<file path="config.mk">
export PLATFORM = sky130hd
export DESIGN_NAME = psbmd_front
export DESIGN_NICKNAME = d
export VERILOG_FILES = /design/src/hdl/palette_scale_bayer_mono_dither_macros.svh /design/src/hdl/psbmd_pkg.sv /design/src/hdl/psbmd_front.sv
export SDC_FILE = /design/constraint.sdc
export NUM_CORES = 1
export LEC_CHECK = 0
export BUFFER_PORTS_ARGS = -buffer_cell sky130_fd_sc_hd__buf_4
export CELL_PAD_IN_SITES_DETAIL_PLACEMENT = 1
export CELL_PAD_IN_SITES_GLOBAL_PLACEMENT = 1
export CORE_MARGIN = 3
export CORE_UTILIZATION = 30
export DETAILED_ROUTE_END_ITERATION = 12
export PLACE_DENSITY = 0.61
export SLEW_MARGIN = 20
export SYNTH_ARGS = -nofsm -noshare
export SYNTH_HDL_FRONTEND = slang
export SYNTH_SLANG_ARGS = --single-unit
</file>
<file path="constraint.sdc">
create_clock -name vclk -period 9.7
set_input_delay 0.485 -clock vclk [all_inputs]
set_output_delay 0.485 -clock vclk [all_outputs]
set_load 0.005 [all_outputs]
</file>
<file path="src/hdl/palette_scale_bayer_mono_dither_macros.svh">
// Assertion macros for the palette to mono converter.
`ifndef PALETTE_SCALE_BAYER_MONO_DITHER_MACROS_SVH
`define PALETTE_SCALE_BAYER_MONO_DITHER_MACROS_SVH

// Check that cons holds in the same cycle as ante.
`define PSBMD_ASSERT_NOW(label, ante, cons) \
  label: assert property (@(posedge clk_i) disable iff (!rst_ni) (ante) |-> (cons)) \
    else $error("psbmd check failed");

// Check that cons holds in the cycle after ante.
`define PSBMD_ASSERT_NEXT(label, ante, cons) \
  label: assert property (@(posedge clk_i) disable iff (!rst_ni) (ante) |=> (cons)) \
    else $error("psbmd check failed");

`endif

</file>
<file path="src/hdl/psbmd_pkg.sv">
// Types, constants and helper functions of the palette to mono converter.
package psbmd_pkg;

  // Largest output dimension honored by the scaler
  localparam int unsigned MAX_DIM   = 512;
  localparam int unsigned DIM_LIMIT = (MAX_DIM < 512) ? MAX_DIM : 512;

  localparam int unsigned CFG_IDX_W  = 3;
  localparam int unsigned CFG_DATA_W = 10;

  localparam int unsigned Q_DEPTH = 2;
  localparam int unsigned Q_PTR_W = 1;
  localparam int unsigned Q_CNT_W = 2;

  typedef enum logic [1:0] {
    REQ_PALETTE = 2'd0,
    REQ_FRAME   = 2'd1,
    REQ_EMIT    = 2'd2,
    REQ_NONE    = 2'd3
  } req_e;

  typedef enum logic [CFG_IDX_W-1:0] {
    CFG_PIXEL_FORMAT = 3'd0,
    CFG_SRC_WIDTH    = 3'd1,
    CFG_SRC_HEIGHT   = 3'd2,
    CFG_SRC_STRIDE   = 3'd3,
    CFG_OUT_WIDTH    = 3'd4,
    CFG_OUT_HEIGHT   = 3'd5
  } cfg_idx_e;

  typedef enum logic [1:0] {
    B_IDLE,
    B_BASE,
    B_PIX,
    B_DRAIN
  } back_state_e;

  typedef struct packed {
    logic [1:0]  req_type;
    logic [7:0]  palette_index;
    logic [15:0] palette_color;
    logic [16:0] frame_addr;
    logic [7:0]  frame_byte;
  } in_item_t;

  typedef struct packed {
    logic [7:0] mono_byte;
    logic [8:0] out_row;
    logic [5:0] out_byte_col;
    logic       frame_last;
  } out_item_t;

  typedef struct packed {
    logic       pixel_format;
    logic [9:0] src_width;
    logic [9:0] src_height;
    logic [9:0] src_stride;
    logic [9:0] out_width;
    logic [9:0] out_height;
  } cfg_t;

  // Classified command as held in the queue
  typedef struct packed {
    req_e        kind;
    logic [7:0]  pal_index;
    logic [7:0]  red;
    logic [7:0]  green;
    logic [7:0]  blue;
    logic [16:0] frame_addr;
    logic [7:0]  frame_byte;
  } cmd_t;

  typedef struct packed {
    logic [Q_CNT_W-1:0] count;
    logic               empty;
    logic               full;
  } q_stat_t;

  typedef struct packed {
    logic idle;
    logic pop;
  } back_stat_t;

  // Scale a 5-bit channel to 0..255: floor(c*255/31) by reciprocal multiply
  function automatic logic [7:0] scale5(input logic [4:0] c);
    logic [12:0] x;
    logic [29:0] p;
    x = {c, 8'b0} - {8'b0, c};
    p = {17'b0, x} * 30'd33826;
    return p[27:20];
  endfunction

  // Scale a 6-bit channel to 0..255: floor(c*255/63) by reciprocal multiply
  function automatic logic [7:0] scale6(input logic [5:0] c);
    logic [13:0] x;
    logic [29:0] p;
    x = {c, 8'b0} - {8'b0, c};
    p = {16'b0, x} * 30'd16645;
    return p[27:20];
  endfunction

  // Clamp an output dimension: zero counts as one, large values saturate
  function automatic logic [9:0] limit_dim(input logic [9:0] v);
    logic [9:0] lim;
    lim = 10'(DIM_LIMIT);
    if (v == 10'd0) begin
      return 10'd1;
    end else if (v > lim) begin
      return lim;
    end
    return v;
  endfunction

  // 4x4 ordered dither threshold
  function automatic logic [3:0] bayer(input logic [1:0] row, input logic [1:0] col);
    logic [3:0] t;
    case ({row, col})
      4'h0: t = 4'd0;
      4'h1: t = 4'd8;
      4'h2: t = 4'd2;
      4'h3: t = 4'd10;
      4'h4: t = 4'd12;
      4'h5: t = 4'd4;
      4'h6: t = 4'd14;
      4'h7: t = 4'd6;
      4'h8: t = 4'd3;
      4'h9: t = 4'd11;
      4'hA: t = 4'd1;
      4'hB: t = 4'd9;
      4'hC: t = 4'd15;
      4'hD: t = 4'd7;
      4'hE: t = 4'd13;
      4'hF: t = 4'd5;
      default: t = 4'd0;
    endcase
    return t;
  endfunction

endpackage

</file>
<file path="src/hdl/psbmd_front.sv">
// Front end: accepts request beats, classifies them and pre-scales palette colors.
module psbmd_front (
  input  logic                start,
  output logic                busy,
  input  psbmd_pkg::in_item_t req_i,
  input  psbmd_pkg::q_stat_t  q_stat_i,
  output logic                push_o,
  output psbmd_pkg::cmd_t     cmd_o
);

  // Stall the requester only when the queue has no room
  assign busy   = q_stat_i.full;
  assign push_o = start && !q_stat_i.full;

  // Decode the request and expand RGB565 into 8-bit channels
  always_comb begin
    cmd_o.kind       = psbmd_pkg::req_e'(req_i.req_type);
    cmd_o.pal_index  = req_i.palette_index;
    cmd_o.red        = psbmd_pkg::scale5(req_i.palette_color[15:11]);
    cmd_o.green      = psbmd_pkg::scale6(req_i.palette_color[10:5]);
    cmd_o.blue       = psbmd_pkg::scale5(req_i.palette_color[4:0]);
    cmd_o.frame_addr = req_i.frame_addr;
    cmd_o.frame_byte = req_i.frame_byte;
  end

endmodule

</file>
* Word level (Yosys, flattened, before mapping) *
Index checks and enable logic that the tools add are counted.

operators by class
  add/subtract/negate cells = 3
  multiply operators = 3
  div/mod/pow operators = 0
  order comparisons = 0
  equal/unequal tests = 0
  shift-type cells = 0
  mux-type cells = 0
  bitwise gates (word level) = 0
  reductions and logical operators = 2

operators with widths
  kind                                                                    number
  13-bit by 15-bit multiplier with 27-bit output (second input constant)  2
  14-bit by 15-bit multiplier with 28-bit output (second input constant)  1
  13-bit by 5-bit subtractor with 13-bit output                           2
  14-bit by 6-bit subtractor with 14-bit output                           1
  1-bit logical AND                                                       1
  1-bit logical NOT                                                       1

storage, ports and cells
  register bits = 0
  bits in latches = 0
  RAM bits = 0
  memory bits (read-only) = 0
  input bits = 56
  output and inout bits = 61
  word-level logic and storage cells = 8
  memories = 0

* Logic depth before layout (Yosys ltp) *
  depth after elaboration = 2
  mapped depth = 20
  mapped depth without buffers = 20

* Worst setup path after synthesis *
No wires, ideal clock.

  path type = in2out
  start = input port req_i[30] (netlist name)
  end = output port cmd_o[40] (netlist name)
  arrival = 5.048 ns
  required time = 9.215 ns
  slack = 4.167 ns
  cell stages on the path = 20
  buffers on the path = 0
  cells stage by stage = inv_1 > ha_1 > nand2_1 > xor2_1 > nor2_1 > ha_1 > inv_1 > fa_1 > fa_1 > inv_1 > ha_1 > ha_1 > ha_1 > a21oi_1 > o22ai_1 > a221oi_1 > a31oi_1 > a221oi_4 > nor2_1 > a311o_1

RTL lines
  element          line              RTL
  start, declared  psbmd_front.sv:5  input psbmd_pkg::in_item_t req_i,
  end, declared    psbmd_front.sv:8  output psbmd_pkg::cmd_t cmd_o

==> run summary <==
Syn Area/Cell: 8.77 µm²
internal power: 256 µW
area of the core: 0.0154 mm²
Finished Layout Cells: 765
First-pass DRT Iterations: 4
DP Area: 0.00512 mm²
Sw Share: 0.527
Unique masters post-synth: 48
register area share after synthesis: 0
dpl cells: 765
Seq pwr share: 0
Final min period: 6.60 ns
ANT nets after route: 0
final hold violations: 0
routed vias/inst: 4.83
Core Util, Final: 0.332
total of max-cap violations: 0
Clock power frac: 0
vias in the first global route: 3987
Congestion Overflow GR: 0
largest cells by area after synthesis: ha_1 50%, fa_1 10%, inv_1 7.4%
slowest CP cell: fa_1
Rel. slew slack: 0.504
compound-gate portion of the synthesized area: 0.0888
Worst EP arrival: 6.12 ns
Residual DRC: 0
endpoints failing setup: 0
Synth top area share: 0.505
Most Frequent Cell on Critical Path: ha_1
nets@finish: 831
area growth from synthesis to layout: 6.59%
drt first-iter violations: 78
Post-Synth XOR/XNOR Area: 0.0565
cell taking the most area after synthesis: ha_1
Power per Cell Area: 105 mW/mm²
ant diodes: 0
hold_buf cts: 0
post-route clock period utilization: 0.681
Top Ports: 117
Cell Chain, Critical Path: buf_4 -> inv_1 -> ha_1 -> nand2_1 -> xor2_1 -> nor2_1 -> ha_1 -> inv_1 -> fa_1 -> fa_1 -> inv_1 -> ha_1 -> ha_1 -> ha_1 -> nand3_1 -> o22ai_1 -> a221oi_1 -> a31oi_1 -> a221oi_4 -> nor2_1 -> a311o_1 -> buf_4
clock buffers: 0
CP endpoint kind: output port
Die W: 133 µm
Syn Std Cell Area: 0.00481 mm²
num rows: 45
RSZ-0062 raised after global routing: false
Max IR drop VDD: 0.0561 mV
Vias: 3693
WP data required: 9.22 ns
GRT Resource Usage Total: 0.119
HP Class: in2out
Die ar.: 0.0176 mm²
initial antenna violation count: 0
Sw Pwr: 285 µW
Buf/Inv on CP: 5
worst slew pin tran: 0.736 ns
largest family of logic cells by synthesized area: adder cells
Setup Total Neg Slack: 0 ns
CTS resizes: 0
routed wire length: 10.5 mm
Seq cells: 0
Die Height: 133 µm
CP delay by family, top: adder cells
Post-Synth Adder-Cell Area: 0.609
input/output buffers: 44
hold slack: 0.970 ns
crit-path max FO: 7
status: finished clean
syn_nets: 823
Wirelength per Cell: 13.8 µm
mux share of post-synthesis cell area: 0.00651
Reg area: 0 µm²
startpoint types: input port
design area: 0.00512 mm²
largest net degree at the start of global routing: 8
Initial Util: 0.312
Syn Inst Count: 548
combinational group share of total power: 1.000
Crit Path Category: in2out
CP max stage delay: 0.56 ns
Synth Warn #: 0
Peak Freq: 151 MHz
fraction of layout cells with a size suffix above 1: 0.0903
Post-DP HPWL: 9.86 mm
static leakage: 2.89 nW
postcts setup bufs: 0
global-route wire length before repair: 18.3 mm
gpl congestion: 0.769
Max Slew Vio Count: 0
Synth Area in Simple Gates: 0.107
[cell type report]
cell class / count / area (µm²)
fillers: 1888 / 10300
multi-input cells: 415 / 4170
inverters: 95 / 357
repair buffers: 44 / 330
well taps: 211 / 264
[power by group through the flow]
stage / Sequential, mW / Combinational (mW) / Clock (mW)
finish: 0 / 0.540 / 0
global route: 0 / 0.632 / 0
CTS: 0 / 0.557 / 0
detailed placement: 0 / 0.553 / 0
global placement: 0 / 0.522 / 0
floorplan: 0 / 0.377 / 0
[routing by layer]
layer  routed length [µm]  part of all wire  track usage
met1                 4830              0.46        0.151
met2                 5470              0.52        0.233
met3                  177             0.017      0.00380
met4                   57            0.0054      0.00693
met5                    0                 0            0
[logic make-up (layout without fill, tap and decap cells)]
| family | count (synthesis) | in the layout |
|---|---|---|
| buf+inv | 133 | 139 |
| mux | 3 | 3 |
| compound gates | 62 | 62 |
| simple gates | 100 | 100 |
| xor+xnor | 31 | 31 |
| fa+ha+maj | 219 | 219 |
[metrics by stage]
step	power, mW	setup slack [ns]
after floorplan	0.377	4.17
after global placement	0.522	3.18
after detailed placement	0.553	3.05
after CTS	0.557	3.02
after global routing	0.632	2.67
final	0.540	3.10
[synthesized netlist by cell type (2+ instances only)]
cell type and instances:
nor2_1 21, nor3b_1 3, o21a_1 3, or3_1 4, nor3_1 13, nand3_1 17, buf_4 36, mux2i_1 2
xnor2_1 21, a21o_1 7, a31oi_1 4, nand2_1 17, xor2_1 10, or4_1 2, nand3b_1 2, inv_1 95
o211ai_1 2, a221oi_1 2, nor2b_1 2, clkbuf_1 2, and3_1 2, nand4_1 5, ha_1 194, and4_1 2
nand2b_1 2, a211oi_1 2, nor4b_1 2, a21oi_1 16, o21ai_0 14, and2_1 2, fa_1 25
[placed cells by master (no fill, tap or decap), types with 10 or more instances in the layout]
cell	netlist	routed
ha_1	194	194
inv_1	95	95
buf_4	36	44
fa_1	25	25
nor2_1	21	21
xnor2_1	21	21
nand3_1	17	17
nand2_1	17	17
a21oi_1	16	16
o21ai_0	14	14
nor3_1	13	13
xor2_1	10	10
[path summary, 6_finish.rpt]
kind | startpoint | slack [ns] | end | depth (start not counted)
worst max-delay path | req_i[30] | 3.10 | cmd_o[40] | 22
worst min-delay path | req_i[0] | 0.97 | cmd_o[0] | 0
(Power assumes the default switching activity.)
