## src/hdl/palette_scale_bayer_mono_dither_macros.svh

```systemverilog
// Assertion macros for the palette to mono converter.
`ifndef PALETTE_SCALE_BAYER_MONO_DITHER_MACROS_SVH
`define PALETTE_SCALE_BAYER_MONO_DITHER_MACROS_SVH

// Check that cons holds in the same cycle as ante.
`define PSBMD_ASSERT_NOW(label, ante, cons) \
  label: assert property (@(posedge clk_i) disable iff (!rst_ni) (ante) |-> (cons)) \
    else $error("psbmd check failed");

// Check that cons holds in the cycle after ante.
`define PSBMD_ASSERT_NEXT(label, ante, cons) \
  label: assert property (@(posedge clk_i) disable iff (!rst_ni) (ante) |=> (cons)) \
    else $error("psbmd check failed");

`endif

```

## src/hdl/psbmd_pkg.sv

```systemverilog
// Types, constants and helper functions of the palette to mono converter.
package psbmd_pkg;

  // Largest output dimension honored by the scaler
  localparam int unsigned MAX_DIM   = 512;
  localparam int unsigned DIM_LIMIT = (MAX_DIM < 512) ? MAX_DIM : 512;

  localparam int unsigned CFG_IDX_W  = 3;
  localparam int unsigned CFG_DATA_W = 10;

  localparam int unsigned Q_DEPTH = 2;
  localparam int unsigned Q_PTR_W = 1;
  localparam int unsigned Q_CNT_W = 2;

  typedef enum logic [1:0] {
    REQ_PALETTE = 2'd0,
    REQ_FRAME   = 2'd1,
    REQ_EMIT    = 2'd2,
    REQ_NONE    = 2'd3
  } req_e;

  typedef enum logic [CFG_IDX_W-1:0] {
    CFG_PIXEL_FORMAT = 3'd0,
    CFG_SRC_WIDTH    = 3'd1,
    CFG_SRC_HEIGHT   = 3'd2,
    CFG_SRC_STRIDE   = 3'd3,
    CFG_OUT_WIDTH    = 3'd4,
    CFG_OUT_HEIGHT   = 3'd5
  } cfg_idx_e;

  typedef enum logic [1:0] {
    B_IDLE,
    B_BASE,
    B_PIX,
    B_DRAIN
  } back_state_e;

  typedef struct packed {
    logic [1:0]  req_type;
    logic [7:0]  palette_index;
    logic [15:0] palette_color;
    logic [16:0] frame_addr;
    logic [7:0]  frame_byte;
  } in_item_t;

  typedef struct packed {
    logic [7:0] mono_byte;
    logic [8:0] out_row;
    logic [5:0] out_byte_col;
    logic       frame_last;
  } out_item_t;

  typedef struct packed {
    logic       pixel_format;
    logic [9:0] src_width;
    logic [9:0] src_height;
    logic [9:0] src_stride;
    logic [9:0] out_width;
    logic [9:0] out_height;
  } cfg_t;

  // Classified command as held in the queue
  typedef struct packed {
    req_e        kind;
    logic [7:0]  pal_index;
    logic [7:0]  red;
    logic [7:0]  green;
    logic [7:0]  blue;
    logic [16:0] frame_addr;
    logic [7:0]  frame_byte;
  } cmd_t;

  typedef struct packed {
    logic [Q_CNT_W-1:0] count;
    logic               empty;
    logic               full;
  } q_stat_t;

  typedef struct packed {
    logic idle;
    logic pop;
  } back_stat_t;

  // Scale a 5-bit channel to 0..255: floor(c*255/31) by reciprocal multiply
  function automatic logic [7:0] scale5(input logic [4:0] c);
    logic [12:0] x;
    logic [29:0] p;
    x = {c, 8'b0} - {8'b0, c};
    p = {17'b0, x} * 30'd33826;
    return p[27:20];
  endfunction

  // Scale a 6-bit channel to 0..255: floor(c*255/63) by reciprocal multiply
  function automatic logic [7:0] scale6(input logic [5:0] c);
    logic [13:0] x;
    logic [29:0] p;
    x = {c, 8'b0} - {8'b0, c};
    p = {16'b0, x} * 30'd16645;
    return p[27:20];
  endfunction

  // Clamp an output dimension: zero counts as one, large values saturate
  function automatic logic [9:0] limit_dim(input logic [9:0] v);
    logic [9:0] lim;
    lim = 10'(DIM_LIMIT);
    if (v == 10'd0) begin
      return 10'd1;
    end else if (v > lim) begin
      return lim;
    end
    return v;
  endfunction

  // 4x4 ordered dither threshold
  function automatic logic [3:0] bayer(input logic [1:0] row, input logic [1:0] col);
    logic [3:0] t;
    case ({row, col})
      4'h0: t = 4'd0;
      4'h1: t = 4'd8;
      4'h2: t = 4'd2;
      4'h3: t = 4'd10;
      4'h4: t = 4'd12;
      4'h5: t = 4'd4;
      4'h6: t = 4'd14;
      4'h7: t = 4'd6;
      4'h8: t = 4'd3;
      4'h9: t = 4'd11;
      4'hA: t = 4'd1;
      4'hB: t = 4'd9;
      4'hC: t = 4'd15;
      4'hD: t = 4'd7;
      4'hE: t = 4'd13;
      4'hF: t = 4'd5;
      default: t = 4'd0;
    endcase
    return t;
  endfunction

endpackage

```

## src/hdl/psbmd_queue.sv

```systemverilog
// Short command queue between the front end and the back end.
module psbmd_queue (
  input  logic               clk_i,
  input  logic               rst_ni,
  input  logic               push_i,
  input  psbmd_pkg::cmd_t    cmd_i,
  input  logic               pop_i,
  output psbmd_pkg::cmd_t    head_o,
  output psbmd_pkg::q_stat_t stat_o
);

  psbmd_pkg::cmd_t                      entry_q [psbmd_pkg::Q_DEPTH];
  logic [psbmd_pkg::Q_PTR_W-1:0]        wptr_q, wptr_d;
  logic [psbmd_pkg::Q_PTR_W-1:0]        rptr_q, rptr_d;
  logic [psbmd_pkg::Q_CNT_W-1:0]        count_q, count_d;

  // Advance pointers and the fill count
  always_comb begin
    wptr_d  = push_i ? wptr_q + 1'b1 : wptr_q;
    rptr_d  = pop_i ? rptr_q + 1'b1 : rptr_q;
    count_d = count_q;
    if (push_i && !pop_i) begin
      count_d = count_q + 1'b1;
    end else if (pop_i && !push_i) begin
      count_d = count_q - 1'b1;
    end
  end

  always_ff @(posedge clk_i or negedge rst_ni) begin
    if (!rst_ni) begin
      wptr_q  <= '0;
      rptr_q  <= '0;
      count_q <= '0;
    end else begin
      wptr_q  <= wptr_d;
      rptr_q  <= rptr_d;
      count_q <= count_d;
    end
  end

  // Store the incoming beat
  always_ff @(posedge clk_i) begin
    if (push_i) begin
      entry_q[wptr_q] <= cmd_i;
    end
  end

  assign head_o       = entry_q[rptr_q];
  assign stat_o.count = count_q;
  assign stat_o.empty = (count_q == '0);
  assign stat_o.full  = (count_q == psbmd_pkg::Q_CNT_W'(psbmd_pkg::Q_DEPTH));

endmodule

```

## config.mk

```make
export PLATFORM = sky130hd
export DESIGN_NAME = psbmd_queue
export DESIGN_NICKNAME = d
export VERILOG_FILES = /design/src/hdl/palette_scale_bayer_mono_dither_macros.svh /design/src/hdl/psbmd_pkg.sv /design/src/hdl/psbmd_queue.sv
export SDC_FILE = /design/constraint.sdc
export NUM_CORES = 1
export LEC_CHECK = 0
export BUFFER_PORTS_ARGS = -buffer_cell sky130_fd_sc_hd__buf_2
export CAP_MARGIN = 5
export CORE_MARGIN = 4
export CORE_UTILIZATION = 45
export CTS_CLUSTER_DIAMETER = 30
export DETAILED_ROUTE_END_ITERATION = 7
export PLACE_DENSITY = 0.66
export SYNTH_ARGS = -nofsm -noshare
export SYNTH_HDL_FRONTEND = slang
export SYNTH_SLANG_ARGS = --single-unit
```

## constraint.sdc

```tcl
create_clock -name clk_i -period 5.2 [get_ports clk_i]
set_input_delay 0.52 -clock clk_i [delete_from_list [all_inputs] [get_ports clk_i]]
set_output_delay 0.52 -clock clk_i [all_outputs]
set_load 0.02 [all_outputs]
```

== Word-level counts from Yosys, hierarchy flattened ==
Memories as Yosys holds them, arrays and structs flattened.
Cells that the tools add are included.
Word-level totals
  register bits after elaboration: 4
  RAM bits: 118
  input bits: 63
  output and inout port bits: 63
  logic and storage cells: 19
  memories: 1
Memory list
  entry_q: depth 2, bits a word 59, rd ports 1, clocked after Yosys merged registers in 0, wr ports 1, RTL line psbmd_queue.sv:12  | psbmd_pkg::cmd_t entry_q [psbmd_pkg::Q_DEPTH];
Operators by class
  add/subtract/negate cells: 4
  equality and inequality tests: 1
  muxes and demuxes: 4
  reduce and logical (&&, ||, !) cells: 6
Operator list (count)
  $mux 2: 2
  $add 1x1->1 const B: 2
  $add 2x1->2 const B: 1
  $eq 2x2->1 const B: 1
  $logic_and 1x1->1: 2
  $logic_not 1->1: 2
  $logic_not 2->1: 1
  $mux 1: 2
  $reduce_bool 2->1: 1
  $sub 2x1->2 const B: 1

== Longest topological paths before layout ==
  depth after elaboration: 4
  mapped depth: 5
  gate-level depth less buffers: 5

== Worst setup path before layout ==
Ideal clock, no wire load.
  kind: input -> register
  from: input push_i
  to: memory entry_q[0][0] (netlist bit) (enable)
  setup time: 483 ps
  arrival: 3121 ps
  data required time: 4717 ps
  slack: 1596 ps
  stages: 1
  buffers on the path: 0
  cell sequence: nor2b_1
Between the ends
  longest elaborated chain between the ends: 2
RTL lines
  start, declared: RTL line psbmd_queue.sv:5  | input logic push_i,
  $mux 1: RTL line psbmd_queue.sv:43  | if (push_i) begin
  $mux 1 (implied by the code): RTL line psbmd_queue.sv:44  | entry_q[wptr_q] <= cmd_i;
  end, declared: RTL line psbmd_queue.sv:12
Every way passes these cells.

==> qor.csv <==
metric,value,unit
status,"finished, final reports clean",
f_max,0.356,GHz
First DRT Iteration DRCs,108,
most frequent cells in the layout,"125 x buf_2, 118 x edfxtp_1, 59 x mux2_4",
Max VDD drop,0.277,mV
CTS tree,built,
Setup CP Type,flip-flop to primary output,
Period minus WS final,2810,ps
RSZ-0062 raised after global routing,no,
worst hold slack,206,ps
clock buffer count from CTS,17,
Leakage,2.47,nW
CP startpoint kind,flip-flop,
"Design Area, Final",0.00604,mm^2
vias per cell,4.68,
Avg WL per Cell,16.4,um
Mapped Avg Cell Area,23.7,um^2
Syn Inst Count,200,
synthesis-to-layout area growth,27.1,%
Top Ports,126,
Clock Pin Slew Worst Setup and Hold Paths,60,ps
Post-Syn Nets,264,
setup tns final,0,ps
final wirelength,8.00,mm
pins over their slew limit,0,
clock sink total,122,
core area,0.0103,mm^2
DP Area,0.00544,mm^2
Max Fanout on Critical Path,60,
DP Worst Slack,2850,ps
share of cells above drive strength 1,62.3,%
Tot Pwr,3.68,mW
critical path data arrival time,2290,ps
Yosys top cell area share,74.6,%
clk_lat worst skew,500,ps
number of global-route vias before repair,2583,
Final Hold Viols,0,
Total GRT Usage,13.8,%
Nets,404,
Post-Syn Area,0.00475,mm^2
routability cong.,0.701,
htree depth,4,
"most common cell after layout, fill and taps aside",buf_2,
via count,2290,
GRT overflow,0,
Worst-Margin Slew,1170,ps
Slew Limit Headroom,21.8,%
Clock Skew,10.8,ps
CTS root buf,clkbuf_8,
Netlist cell types,12,
sequential area share after synthesis,76.8,%
Row Count,37,
Max-cap violations,0,
Tcrit/Tclk final,54.0,%
Antenna diodes,0,
ANT nets after route,0,
pwr dens,610,mW/mm^2
Die Ht,111,um
pin count of the biggest net entering global routing,61,
"Req. time, crit path",4680,ps
post-DP HPWL,5.12,mm
die width,111,um
final worst slack,2390,ps
Synth Warn #,0,
Die Footprint,0.0123,mm^2
Synth area leaders,"edfxtp_1 75%, mux2_4 19%, buf_12 2.5%",
final setup violation count,0,
Setup crit end kind,primary output,
# DRC,0,
Worst Hold Class,input pin to flip-flop,
initial antenna violation count,1,
DR pass1 iterations,4,
initial core utilization,46.2,%
Synth Register Bits,122,
Clock Path Buffers,2,
Port Buf Inserts,125,
first-pass GRT wire length,13.1,mm
library cell with the largest summed area after synthesis,edfxtp_1,
## synth_stat cells
library cell	n
mux2_4	59
inv_1	1
xnor2_1	1
buf_6	1
dfrtp_1	4
and2_1	1
edfxtp_1	118
buf_12	6
nor2b_1	2
nor2_1	2
xor2_1	4
ha_1	1
## power breakdown
group	leakage [nW]	total (mW)	internal [mW]	switching, mW
clock	0.274	1.14	0.729	0.413
combinational	1.04	1.05	0.522	0.523
sequential	1.15	1.49	1.31	0.185
total	2.47	3.68	2.56	1.12
## stage by stage
| stage | util, % | instances |
|---|---|---|
| 2_1_floorplan | - | 200 |
| 3_3_place_gp | 52.9 | 456 |
| 3_5_place_dp | 52.9 | 456 |
| 4_1_cts | 58.7 | 489 |
| 5_1_grt | 58.7 | 489 |
| 6_report | 58.7 | 489 |
## kinds of logic (layout without fill, tap and decap cells)
group | count (synthesis) | in the layout | share of synthesized area (%)
simple gates | 5 | 5 | 0.554
xor+xnor | 5 | 5 | 0.922
mux | 59 | 59 | 18.7
fa+ha+maj | 1 | 1 | 0.264
flops | 122 | 122 | 76.8
buf+inv | 8 | 161 | 2.85
## per-layer routing
metal | part of all wire [%] | vias to the layer above | GRT usage, %
met4 | 1.3 | 2 | 5.83
met5 | 0.088 | - | 0
met3 | 9.1 | 10 | 6.82
met2 | 46 | 92 | 21.0
met1 | 43 | 1115 | 16.7
li1 | - | 1071 | -
## sequential cells by signal (all words and copies together) (netlist names)
register  cells
rptr_q        1
count_q       2
wptr_q        1
entry_q     118
## critical path, stage by stage, from the launching register on
cell     delay [ps]
dfrtp_4        1160
mux2_4          360
buf_2           160
## repair_timing
item	in CTS	in global routing
hold buffers	1	0
buffers inserted	0	0
endpoints found under the hold margin	4	0
resized for setup	0	0
## path summary, 6_finish.rpt
check / endpoint / cells past startpoint / startpoint / slack, ps
setup / recovery: head_o[40] / 2 / rptr_q$_DFFE_PN0P_ / 2390
hold / removal: entry_q[0][22]$_DFFE_PP_ / 1 / cmd_i[22] / 210
setup reg to reg: entry_q[0][49]$_DFFE_PP_ / 2 / wptr_q$_DFFE_PN0P_ / 3160
hold reg to reg: count_q[1]$_DFFE_PN0P_ / 1 / count_q[1]$_DFFE_PN0P_ / 510
max in group asynchronous: rptr_q$_DFFE_PN0P_ / 2 / rst_ni / 4690
min in group asynchronous: count_q[1]$_DFFE_PN0P_ / 2 / rst_ni / 370
## area by class of cell
class                      count  area [um^2]
clock buffer                  17          414
inverter                       1         3.75
fill                         834         4240
multi-input combinational     70          977
tap                          136          170
timing repair buffer         128          651
clock inverter                15          173
sequential                   122         3650
No activity file was read; power rests on OpenSTA's default activity.
